`src/hsvrgb_pkg.sv`:
```
// types and constants shared by the hsv to rgb converter
`default_nettype none

package hsvrgb_pkg;

   localparam int IN_W        = 16;
   localparam int OUT_W       = 8;
   localparam int SECTOR_W    = 3;
   localparam int HUE_SECTORS = 6;
   localparam int OUT_MAX     = 255;

   typedef struct packed {
      logic [IN_W-1:0] hue;
      logic [IN_W-1:0] saturation;
      logic [IN_W-1:0] brightness;
   } hsv_pixel_type;

   typedef struct packed {
      logic [OUT_W-1:0] red;
      logic [OUT_W-1:0] green;
      logic [OUT_W-1:0] blue;
   } rgb_pixel_type;

   typedef enum logic [SECTOR_W-1:0] {
      SECTOR_RED     = 3'd0,
      SECTOR_YELLOW  = 3'd1,
      SECTOR_GREEN   = 3'd2,
      SECTOR_CYAN    = 3'd3,
      SECTOR_BLUE    = 3'd4,
      SECTOR_MAGENTA = 3'd5
   } sector_type;

   typedef struct packed {
      logic prep;
      logic weight;
      logic scale;
      logic mix;
   } stage_advance_type;

endpackage

`default_nettype wire

```
`src/hsvrgb_prep.sv`:
```
// first stage: fixed point conversion, hue sector and fraction
`default_nettype none

module hsvrgb_prep #(
   parameter int FRAC_BITS = 16
) (
   input  wire logic                          clock,
   input  wire logic                          reset,
   input  wire logic                          advance,
   input  wire logic                          in_valid,
   input  wire hsvrgb_pkg::hsv_pixel_type     in_pixel,
   output logic                               out_valid,
   output logic [hsvrgb_pkg::SECTOR_W-1:0]    out_sector,
   output logic [FRAC_BITS-1:0]               out_frac,
   output logic [FRAC_BITS:0]                 out_frac_inv,
   output logic [FRAC_BITS-1:0]               out_sat,
   output logic [FRAC_BITS:0]                 out_sat_inv,
   output logic [FRAC_BITS-1:0]               out_bright
);
   import hsvrgb_pkg::*;

   localparam int FW = FRAC_BITS;
   localparam logic [FW:0] ONE = (FW+1)'(1) << FW;

   logic [FW-1:0] hue_frac;
   logic [FW-1:0] sat_frac;
   logic [FW-1:0] bright_frac;
   logic [FW+2:0] hue_six;

   logic                valid_ff, valid_in;
   logic [SECTOR_W-1:0] sector_ff, sector_in;
   logic [FW-1:0]       frac_ff, frac_in;
   logic [FW:0]         frac_inv_ff, frac_inv_in;
   logic [FW-1:0]       sat_ff;
   logic [FW:0]         sat_inv_ff, sat_inv_in;
   logic [FW-1:0]       bright_ff;

   generate
      if (FRAC_BITS >= IN_W) begin : g_widen
         assign hue_frac    = FW'(in_pixel.hue) << (FW - IN_W);
         assign sat_frac    = FW'(in_pixel.saturation) << (FW - IN_W);
         assign bright_frac = FW'(in_pixel.brightness) << (FW - IN_W);
      end else begin : g_narrow
         assign hue_frac    = FW'(in_pixel.hue >> (IN_W - FW));
         assign sat_frac    = FW'(in_pixel.saturation >> (IN_W - FW));
         assign bright_frac = FW'(in_pixel.brightness >> (IN_W - FW));
      end
   endgenerate

   always_comb begin
      hue_six     = (FW+3)'(hue_frac) * (FW+3)'(HUE_SECTORS);
      valid_in    = in_valid;
      sector_in   = hue_six[FW+2:FW];
      frac_in     = hue_six[FW-1:0];
      frac_inv_in = ONE - {1'b0, hue_six[FW-1:0]};
      sat_inv_in  = ONE - {1'b0, sat_frac};
   end

   always_ff @(posedge clock) begin
      if (reset) begin
         valid_ff <= 1'b0;
      end else if (advance) begin
         valid_ff <= valid_in;
      end
   end

   always_ff @(posedge clock) begin
      if (advance) begin
         sector_ff   <= sector_in;
         frac_ff     <= frac_in;
         frac_inv_ff <= frac_inv_in;
         sat_ff      <= sat_frac;
         sat_inv_ff  <= sat_inv_in;
         bright_ff   <= bright_frac;
      end
   end

   assign out_valid    = valid_ff;
   assign out_sector   = sector_ff;
   assign out_frac     = frac_ff;
   assign out_frac_inv = frac_inv_ff;
   assign out_sat      = sat_ff;
   assign out_sat_inv  = sat_inv_ff;
   assign out_bright   = bright_ff;

endmodule

`default_nettype wire

```
`src/hsvrgb_scale.sv`:
```
// second and third stages: saturation weights, then p, q and t
`default_nettype none

module hsvrgb_scale #(
   parameter int FRAC_BITS = 16
) (
   input  wire logic                          clock,
   input  wire logic                          reset,
   input  wire hsvrgb_pkg::stage_advance_type advance,
   input  wire logic                          in_valid,
   input  wire logic [hsvrgb_pkg::SECTOR_W-1:0] in_sector,
   input  wire logic [FRAC_BITS-1:0]          in_frac,
   input  wire logic [FRAC_BITS:0]            in_frac_inv,
   input  wire logic [FRAC_BITS-1:0]          in_sat,
   input  wire logic [FRAC_BITS:0]            in_sat_inv,
   input  wire logic [FRAC_BITS-1:0]          in_bright,
   output logic                               out_weight_valid,
   output logic                               out_valid,
   output logic [hsvrgb_pkg::SECTOR_W-1:0]    out_sector,
   output logic [FRAC_BITS-1:0]               out_bright,
   output logic [FRAC_BITS-1:0]               out_p,
   output logic [FRAC_BITS-1:0]               out_q,
   output logic [FRAC_BITS-1:0]               out_t
);
   import hsvrgb_pkg::*;

   localparam int FW = FRAC_BITS;
   localparam logic [FW:0] ONE = (FW+1)'(1) << FW;

   // weight stage
   logic [2*FW:0]       fs_prod, ts_prod, p_prod;
   logic                w_valid_ff;
   logic [SECTOR_W-1:0] w_sector_ff;
   logic [FW-1:0]       w_bright_ff;
   logic [FW-1:0]       w_fs_ff, w_fs_in;
   logic [FW-1:0]       w_ts_ff, w_ts_in;
   logic [FW-1:0]       w_p_ff, w_p_in;

   // product stage
   logic [FW:0]         q_weight, t_weight;
   logic [2*FW:0]       q_prod, t_prod;
   logic                s_valid_ff;
   logic [SECTOR_W-1:0] s_sector_ff;
   logic [FW-1:0]       s_bright_ff;
   logic [FW-1:0]       s_p_ff;
   logic [FW-1:0]       s_q_ff, s_q_in;
   logic [FW-1:0]       s_t_ff, s_t_in;

   always_comb begin
      fs_prod = (2*FW+1)'(in_frac) * (2*FW+1)'(in_sat);
      ts_prod = (2*FW+1)'(in_frac_inv) * (2*FW+1)'(in_sat);
      p_prod  = (2*FW+1)'(in_bright) * (2*FW+1)'(in_sat_inv);
      w_fs_in = fs_prod[2*FW-1:FW];
      w_ts_in = ts_prod[2*FW-1:FW];
      w_p_in  = p_prod[2*FW-1:FW];
   end

   always_ff @(posedge clock) begin
      if (reset) begin
         w_valid_ff <= 1'b0;
      end else if (advance.weight) begin
         w_valid_ff <= in_valid;
      end
   end

   always_ff @(posedge clock) begin
      if (advance.weight) begin
         w_sector_ff <= in_sector;
         w_bright_ff <= in_bright;
         w_fs_ff     <= w_fs_in;
         w_ts_ff     <= w_ts_in;
         w_p_ff      <= w_p_in;
      end
   end

   always_comb begin
      q_weight = ONE - {1'b0, w_fs_ff};
      t_weight = ONE - {1'b0, w_ts_ff};
      q_prod   = (2*FW+1)'(w_bright_ff) * (2*FW+1)'(q_weight);
      t_prod   = (2*FW+1)'(w_bright_ff) * (2*FW+1)'(t_weight);
      s_q_in   = q_prod[2*FW-1:FW];
      s_t_in   = t_prod[2*FW-1:FW];
   end

   always_ff @(posedge clock) begin
      if (reset) begin
         s_valid_ff <= 1'b0;
      end else if (advance.scale) begin
         s_valid_ff <= w_valid_ff;
      end
   end

   always_ff @(posedge clock) begin
      if (advance.scale) begin
         s_sector_ff <= w_sector_ff;
         s_bright_ff <= w_bright_ff;
         s_p_ff      <= w_p_ff;
         s_q_ff      <= s_q_in;
         s_t_ff      <= s_t_in;
      end
   end

   assign out_weight_valid = w_valid_ff;
   assign out_valid        = s_valid_ff;
   assign out_sector       = s_sector_ff;
   assign out_bright       = s_bright_ff;
   assign out_p            = s_p_ff;
   assign out_q            = s_q_ff;
   assign out_t            = s_t_ff;

endmodule

`default_nettype wire

```
`src/hsvrgb_mix.sv`:
```
// last stage: sector channel selection, byte scaling and output register
`default_nettype none

module hsvrgb_mix #(
   parameter int FRAC_BITS = 16
) (
   input  wire logic                          clock,
   input  wire logic                          reset,
   input  wire logic                          advance,
   input  wire logic                          in_valid,
   input  wire logic [hsvrgb_pkg::SECTOR_W-1:0] in_sector,
   input  wire logic [FRAC_BITS-1:0]          in_bright,
   input  wire logic [FRAC_BITS-1:0]          in_p,
   input  wire logic [FRAC_BITS-1:0]          in_q,
   input  wire logic [FRAC_BITS-1:0]          in_t,
   output logic                               out_valid,
   output hsvrgb_pkg::rgb_pixel_type          out_pixel
);
   import hsvrgb_pkg::*;

   localparam int FW = FRAC_BITS;

   logic [FW-1:0]  red_ch, green_ch, blue_ch;
   logic           valid_ff;
   rgb_pixel_type  pixel_ff, pixel_in;

   function automatic logic [OUT_W-1:0] to_byte(input logic [FW-1:0] ch);
      logic [FW-1:0] scaled;
      scaled = ch >> (FW - OUT_W);
      if (scaled > FW'(OUT_MAX)) begin
         to_byte = OUT_W'(OUT_MAX);
      end else begin
         to_byte = scaled[OUT_W-1:0];
      end
   endfunction

   always_comb begin
      case (sector_type'(in_sector))
         SECTOR_RED: begin
            red_ch = in_bright; green_ch = in_t; blue_ch = in_p;
         end
         SECTOR_YELLOW: begin
            red_ch = in_q; green_ch = in_bright; blue_ch = in_p;
         end
         SECTOR_GREEN: begin
            red_ch = in_p; green_ch = in_bright; blue_ch = in_t;
         end
         SECTOR_CYAN: begin
            red_ch = in_p; green_ch = in_q; blue_ch = in_bright;
         end
         SECTOR_BLUE: begin
            red_ch = in_t; green_ch = in_p; blue_ch = in_bright;
         end
         default: begin
            red_ch = in_bright; green_ch = in_p; blue_ch = in_q;
         end
      endcase
      pixel_in.red   = to_byte(red_ch);
      pixel_in.green = to_byte(green_ch);
      pixel_in.blue  = to_byte(blue_ch);
   end

   always_ff @(posedge clock) begin
      if (reset) begin
         valid_ff <= 1'b0;
      end else if (advance) begin
         valid_ff <= in_valid;
      end
   end

   always_ff @(posedge clock) begin
      if (advance) begin
         pixel_ff <= pixel_in;
      end
   end

   assign out_valid = valid_ff;
   assign out_pixel = pixel_ff;

endmodule

`default_nettype wire

```
`src/hsv_to_rgb_converter_core.sv`:
```
// hsv to rgb converter: four stage pipeline, one pixel per cycle unless the result side stalls
// a result on rsp_pixel passes the prep, weight, scale and mix registers after its input transfer
// one pixel per cycle while the result side does not stall; each of the four stages holds one pixel
// a stall on the result side holds each full stage with only full stages after it, back to the input
// reset clears the stage valid bits only; pixel data registers are not reset
`default_nettype none

module hsv_to_rgb_converter_core #(
   parameter int FRAC_BITS = 16
) (
   input  wire logic                      clock,
   input  wire logic                      reset,
   input  wire logic                      req_valid,
   output logic                           req_stall,
   input  wire hsvrgb_pkg::hsv_pixel_type req_pixel,
   output logic                           rsp_valid,
   input  wire logic                      rsp_stall,
   output hsvrgb_pkg::rgb_pixel_type      rsp_pixel
);
   import hsvrgb_pkg::*;

   localparam int FW = FRAC_BITS;

   stage_advance_type   advance;

   logic                prep_valid;
   logic [SECTOR_W-1:0] prep_sector;
   logic [FW-1:0]       prep_frac;
   logic [FW:0]         prep_frac_inv;
   logic [FW-1:0]       prep_sat;
   logic [FW:0]         prep_sat_inv;
   logic [FW-1:0]       prep_bright;

   logic                weight_valid;
   logic                scale_valid;
   logic [SECTOR_W-1:0] scale_sector;
   logic [FW-1:0]       scale_bright;
   logic [FW-1:0]       scale_p;
   logic [FW-1:0]       scale_q;
   logic [FW-1:0]       scale_t;

   // a stage moves when it is empty, or when the one after it is empty or moving too
   always_comb begin
      advance.mix    = !rsp_valid || !rsp_stall;
      advance.scale  = !scale_valid || advance.mix;
      advance.weight = !weight_valid || advance.scale;
      advance.prep   = !prep_valid || advance.weight;
   end

   assign req_stall = !advance.prep;

   hsvrgb_prep #(
      .FRAC_BITS (FRAC_BITS)
   ) u_prep (
      .clock        (clock),
      .reset        (reset),
      .advance      (advance.prep),
      .in_valid     (req_valid),
      .in_pixel     (req_pixel),
      .out_valid    (prep_valid),
      .out_sector   (prep_sector),
      .out_frac     (prep_frac),
      .out_frac_inv (prep_frac_inv),
      .out_sat      (prep_sat),
      .out_sat_inv  (prep_sat_inv),
      .out_bright   (prep_bright)
   );

   hsvrgb_scale #(
      .FRAC_BITS (FRAC_BITS)
   ) u_scale (
      .clock            (clock),
      .reset            (reset),
      .advance          (advance),
      .in_valid         (prep_valid),
      .in_sector        (prep_sector),
      .in_frac          (prep_frac),
      .in_frac_inv      (prep_frac_inv),
      .in_sat           (prep_sat),
      .in_sat_inv       (prep_sat_inv),
      .in_bright        (prep_bright),
      .out_weight_valid (weight_valid),
      .out_valid        (scale_valid),
      .out_sector       (scale_sector),
      .out_bright       (scale_bright),
      .out_p            (scale_p),
      .out_q            (scale_q),
      .out_t            (scale_t)
   );

   hsvrgb_mix #(
      .FRAC_BITS (FRAC_BITS)
   ) u_mix (
      .clock     (clock),
      .reset     (reset),
      .advance   (advance.mix),
      .in_valid  (scale_valid),
      .in_sector (scale_sector),
      .in_bright (scale_bright),
      .in_p      (scale_p),
      .in_q      (scale_q),
      .in_t      (scale_t),
      .out_valid (rsp_valid),
      .out_pixel (rsp_pixel)
   );

`ifndef SYNTH
   a_no_stall_when_output_empty: assert property (
      @(posedge clock) disable iff (reset)
      !rsp_valid |-> !req_stall
   ) else $error("input stalled while the output stage is empty");

   a_full_stalled_pipe_stalls_input: assert property (
      @(posedge clock) disable iff (reset)
      (rsp_valid && rsp_stall && scale_valid && weight_valid && prep_valid) |-> req_stall
   ) else $error("input taken while every stage is full and stalled");

   a_sector_in_range: assert property (
      @(posedge clock) disable iff (reset)
      scale_valid |-> (scale_sector <= 3'(HUE_SECTORS - 1))
   ) else $error("hue sector above the last sector");

   a_empty_after_reset: assert property (
      @(posedge clock)
      $past(reset) |-> (!rsp_valid && !scale_valid && !prep_valid)
   ) else $error("pipeline holds a pixel straight after reset");
`endif

endmodule

`default_nettype wire

```
`config.mk`:
```
export PLATFORM = sky130hd
export DESIGN_NAME = hsv_to_rgb_converter_core
export DESIGN_NICKNAME = d
export VERILOG_FILES = /design/src/hsvrgb_pkg.sv /design/src/hsvrgb_prep.sv /design/src/hsvrgb_scale.sv /design/src/hsvrgb_mix.sv /design/src/hsv_to_rgb_converter_core.sv
export SDC_FILE = /design/constraint.sdc
export NUM_CORES = 2
export LEC_CHECK = 0
export ABC_CLOCK_PERIOD_IN_PS = 12760
export BUFFER_PORTS_ARGS = -buffer_cell sky130_fd_sc_hd__buf_4
export CAP_MARGIN = 30
export CORE_MARGIN = 10
export CORE_UTILIZATION = 55
export DETAILED_ROUTE_END_ITERATION = 7
export GPL_TIMING_DRIVEN = 1
export PLACE_DENSITY = 0.77
export SLEW_MARGIN = 20
export SYNTH_ARGS = -nofsm -noshare
export SYNTH_HDL_FRONTEND = slang
export SYNTH_HIERARCHICAL = 1
export SYNTH_SLANG_ARGS = --single-unit
```
`constraint.sdc`:
```
create_clock -name clock -period 12.76 [get_ports clock]
set_input_delay 1.914 -clock clock [delete_from_list [all_inputs] [get_ports clock]]
set_output_delay 1.914 -clock clock [all_outputs]
set_load 0.01 [all_outputs]
```
* Yosys cells after proc, flatten, opt, wreduce, memory -nomap -nowiden
Index checks and enable logic that the tools add are counted.
Cells by class: reductions and logical operators 15, muxes and demuxes 3, magnitude comparators 3, multiply operators 6, bitwise logic cells 0, shift operators 0, add/sub/neg operators 4, div/mod/pow operators 0, eq/ne operators 4
Operator list (number):
- 16-bit case mux with 3 select lines | 3
- 16-bit by 17-bit multiplier with 32-bit output | 3
- 17-bit by 16-bit subtractor with 17-bit output, first input constant | 4
- 17-bit by 16-bit multiplier with 32-bit output | 1
- 15-bit by 16-bit multiplier with 31-bit output | 1
- 8-bit > comparator, second input constant | 3
- 16-bit by 2-bit multiplier with 18-bit output, second input constant | 1
- 2-bit OR reduction | 4
- 3-bit by 2-bit == test with 1-bit output, second input constant | 2
- 1-bit logical NOT | 6
- 1-bit logical OR | 4
- 3-bit by 1-bit == test with 1-bit output, second input constant | 1
- 3-bit == test, second input constant | 1
- 3-bit logical NOT | 1
Storage, ports and cells: bits in writable memories 0, output and inout port bits 26, bits in registers 246, memories kept 0, latch bits 0, memory bits (read-only) 0, input bits 52, logic and storage cells 58

* Depth between registers and ports, before layout
word-level depth 6, mapped depth 30, depth with buffers taken out 28

* By module
The synthesis kept the hierarchy.
Modules (own cells, without submodules):
- hsvrgb_scale | area an instance 45611.2 µm², instances 1, cells an instance 4929, seq. area each 4063.9 µm²
- hsvrgb_prep | area an instance 3871.2 µm², instances 1, cells an instance 271, seq. area each 2452.4 µm²
- hsvrgb_mix | area an instance 1949.4 µm², instances 1, cells an instance 179, seq. area each 740.7 µm²
- hsv_to_rgb_converter_core | area an instance 33.8 µm², instances 1, cells an instance 6, seq. area each 0.0 µm²

* Least setup slack after synthesis
Ideal clock, no wire load.
kind reg-to-reg, start register u_scale.w_fs_ff[0], end register u_scale.s_q_ff[15] (netlist: u_scale/out_q[15]) (data pin), period minus slack after synthesis 7737 ps, data required time 12500 ps, setup slack 5023 ps, data arrival time 7477 ps, library setup time 260 ps, stages on the path, launching flop included 30, path buffers 2, cells stage by stage edfxtp_1 clkbuf_1 inv_1 ha_1 nand2b_1 or4_1 or3_1 nor4_1 xnor2_1 clkbuf_1 nand2_1 fa_1 fa_1 inv_1 fa_1 fa_1 fa_1 inv_1 fa_1 inv_1 ha_1 a21oi_1 nor2b_1 o21ai_0 nand2b_1 a221o_1 a311oi_1 o21ai_0 a31oi_1 xnor2_1
On the way: word-level cells in the longest chain between the ends 2
RTL lines:
- start, declared | RTL line hsvrgb_scale.sv:35 | logic [FW-1:0] w_fs_ff, w_fs_in;
- start signal, assigned | RTL line hsvrgb_scale.sv:70 | w_fs_ff <= w_fs_in;
- 17-bit by 16-bit subtractor with 17-bit output | RTL line hsvrgb_scale.sv:77 | q_weight = ONE - {1'b0, w_fs_ff};
- 16-bit by 17-bit multiplier with 32-bit output | RTL line hsvrgb_scale.sv:79 | q_prod = (2*FW+1)'(w_bright_ff) * (2*FW+1)'(q_weight);
- named net u_scale.q_prod[31] | RTL line hsvrgb_scale.sv:41 | logic [2*FW:0] q_prod, t_prod;
- end signal, assigned | RTL line hsvrgb_scale.sv:98 | s_q_ff <= s_q_in;
- end, declared | RTL line hsvrgb_scale.sv:46 | logic [FW-1:0] s_q_ff, s_q_in;
The timed path passes the listed nets, and every way through them passes these cells. A chain may end at the register's enable or synchronous reset.

* Worst setup path after layout
Ends and elaborated chain as after synthesis.

==> flow_metrics.env <==
export IMPL_cp_slowest_cell="edfxtp_1"
export IMPL_maxSlewViolCount=0
export IMPL_nNetsFinal=6798
export IMPL_ff2ff_setup_slack_ns=4.51
export IMPL_worstMarginPinSlew_ns=1.05
export IMPL_grt_overflow=0
export IMPL_grt_setup_unrepaired="false"
export IMPL_status="finished, final reports clean"
export IMPL_die_x_um=321
export IMPL_fp_dieH_um=321
export IMPL_cts_path_max_buffers=3
export IMPL_synth_warnings=6
export IMPL_reg2reg_to="u_scale/out_q[15]"
export IMPL_syn_inst=5275
export IMPL_fmax_ghz=0.121
export IMPL_period_share_pct=64.7
export IMPL_holdWs_ns=0.412
export IMPL_drive_above_1_share_pct=4.38
export IMPL_path_clk_slew_ns=0.07
export IMPL_drt_total_wl_mm=115
export IMPL_fin_tns_setup_ns=0
export IMPL_critPathLaunchType="flop"
export IMPL_clkLatencyLatePin_ns=0.55
export IMPL_io_pins=78
export IMPL_wire_per_inst_um=18.0
export IMPL_cp_num_cells=29
export IMPL_hold_viol_final=0
export IMPL_min_period_ns=8.25
export IMPL_netlist_area_um2=49800
export IMPL_dp_hpwl_mm=86.4
export IMPL_startpoint="u_scale/w_fs_ff[0]"
export IMPL_crit_required_ns=13.04
export IMPL_ctsResizeCount=0
export IMPL_finalSetupViolations=0
export IMPL_grt_max_degree=72
export IMPL_drc_errors=0
export IMPL_max_stage_delay_ns=0.60
export IMPL_cts_root_buf="clkbuf_16"
export IMPL_cts_buffers=24
export IMPL_drtPass1Iterations=7
export IMPL_min_path_type="flop to flop"
export IMPL_fp_row_count=110
export IMPL_area_growth_pct=5.04
export IMPL_post_cts_setup_buffers=0
export IMPL_max_cap_violations=0
export IMPL_fillers=7511
export IMPL_critical_path_arrival_ns=8.53
export IMPL_antenna_found_initial=3
export IMPL_cp_max_fo=17
export IMPL_end_kind="flop"
export IMPL_r2r_start="u_scale/w_fs_ff[0]"
export IMPL_vias_per_cell=5.48
export IMPL_initial_core_util_pct=55.4
export IMPL_rr_worst_depth=29
export IMPL_initialDrtViolationCount=2165
export IMPL_multiInputGateArea_um2=38200
export IMPL_cp_common_cell="fa_1"
export IMPL_via_count=35100
export IMPL_gp_congestion=0.877
export IMPL_crit_buf_inv=6
export IMPL_critPathTopFamily="adder cells"
export IMPL_io_buffers=77
export IMPL_antenna_left=0
export IMPL_grt_pass1_wl_mm=193
export IMPL_core_area_um2=90000
export IMPL_grt_use_total_pct=22.9
export IMPL_fin_skew_ns=0.0316
export IMPL_h_tree_depth=1
export IMPL_cts_num_sinks=203
export IMPL_critical_path_class="flop to flop"
export IMPL_avgSynthCellArea_um2=9.45
export IMPL_cts_tree="yes"
export IMPL_cts_hold_buf=0
export IMPL_crit_end="u_scale/out_q[15]"
export IMPL_grt_pass1_vias=38300
export IMPL_dieArea_um2=103000
export IMPL_register_area_um2=6060
export IMPL_slew_headroom_pct=30.1
worst reg2reg max path, delay by kind of cell (launching register included):
kind | cells | cell delay [ns]
AO/OA/AOI/OAI | 6 | 1.59
XOR/XNOR | 2 | 0.20
buffers and inverters | 6 | 0.53
adder cells (fa/ha/maj) | 8 | 3.42
flip-flops | 1 | 0.60
AND/OR/NAND/NOR | 7 | 1.68
routing by layer:
metal | vias up | global-route usage [%] | wire, um | share of wire, %
li1 | 15600 | - | - | -
met1 | 17900 | 30.0 | 46800 | 41
met2 | 1318 | 39.5 | 56500 | 49
met3 | 215 | 3.70 | 8920 | 7.7
met4 | 4 | 5.82 | 2910 | 2.5
met5 | - | 0 | 35 | 0.030
layout make-up:
type                            count  share of cell area, %
Multi-Input combinational cell   3593                   73.0
Clock inverter                     17                  0.335
Timing Repair Buffer              144                   2.09
Sequential cell                   203                   11.6
Clock buffer                       26                   1.20
Antenna cell                        1                0.00478
Inverter                         1248                   8.95
Tap cell                         1176                   2.81
worst min-delay path by stage:
| stage | start | to | slack (ns) | depth (start not counted) |
|---|---|---|---|---|
| floorplan | u_scale/w_p_ff[10] | u_scale/out_p[10] | 0.40 | 0 |
| global placement | u_scale/w_p_ff[10] | u_scale/out_p[10] | 0.40 | 0 |
| detailed placement | u_scale/w_p_ff[10] | u_scale/out_p[10] | 0.40 | 0 |
| CTS | u_scale/w_sector_ff[1] | u_scale/out_sector[1] | 0.42 | 0 |
| global route | u_scale/w_sector_ff[1] | u_scale/out_sector[1] | 0.43 | 0 |
| finish | u_scale/w_sector_ff[1] | u_scale/out_sector[1] | 0.41 | 0 |
per-stage QoR:
stage                     cells  cell area, um^2  setup WS (ns)  util [%]
after floorplan            5276            49800           5.06         -
after global placement     6360            51500           4.74      57.2
after detailed placement   6360            51500           4.51      57.2
after CTS                  6403            52300           4.50      58.1
final                      6408            52300           4.51      58.2
after global routing       6407            52300           4.05      58.2
cells in the final DEF (no fill, tap or decap), types with 10 or more instances in the layout:
cell,instances
o211ai_1,15
nand2_1,849
inv_1,1248
fa_1,1018
nor2_1,75
nand4_1,18
a21o_1,33
nor3b_1,10
xor2_1,36
nand3_1,17
a31oi_1,11
ha_1,514
nand2b_1,17
edfxtp_1,199
or3_1,16
and2_1,528
o21ai_0,37
a21oi_1,68
nor3_1,41
buf_4,141
o21a_1,11
clkbuf_16,25
xnor2_1,91
mux2i_1,29
flip-flops by register name, summed over array words and instances (netlist names), 8 cells and up:
name,count
u_prep/out_sat,16
u_scale/out_bright,8
u_scale/out_p,8
u_scale/w_p_ff,8
u_prep/out_frac,15
u_scale/w_ts_ff,16
u_scale/w_bright_ff,16
u_prep/out_bright,16
u_scale/out_t,8
u_prep/out_frac_inv,15
u_scale/w_fs_ff,16
u_mix/out_pixel,24
u_prep/out_sat_inv,16
u_scale/out_q,8
Power is left out: the tool's default activity adds up to more than one toggle a clock period on the data nets, which glitch-free logic cannot reach.
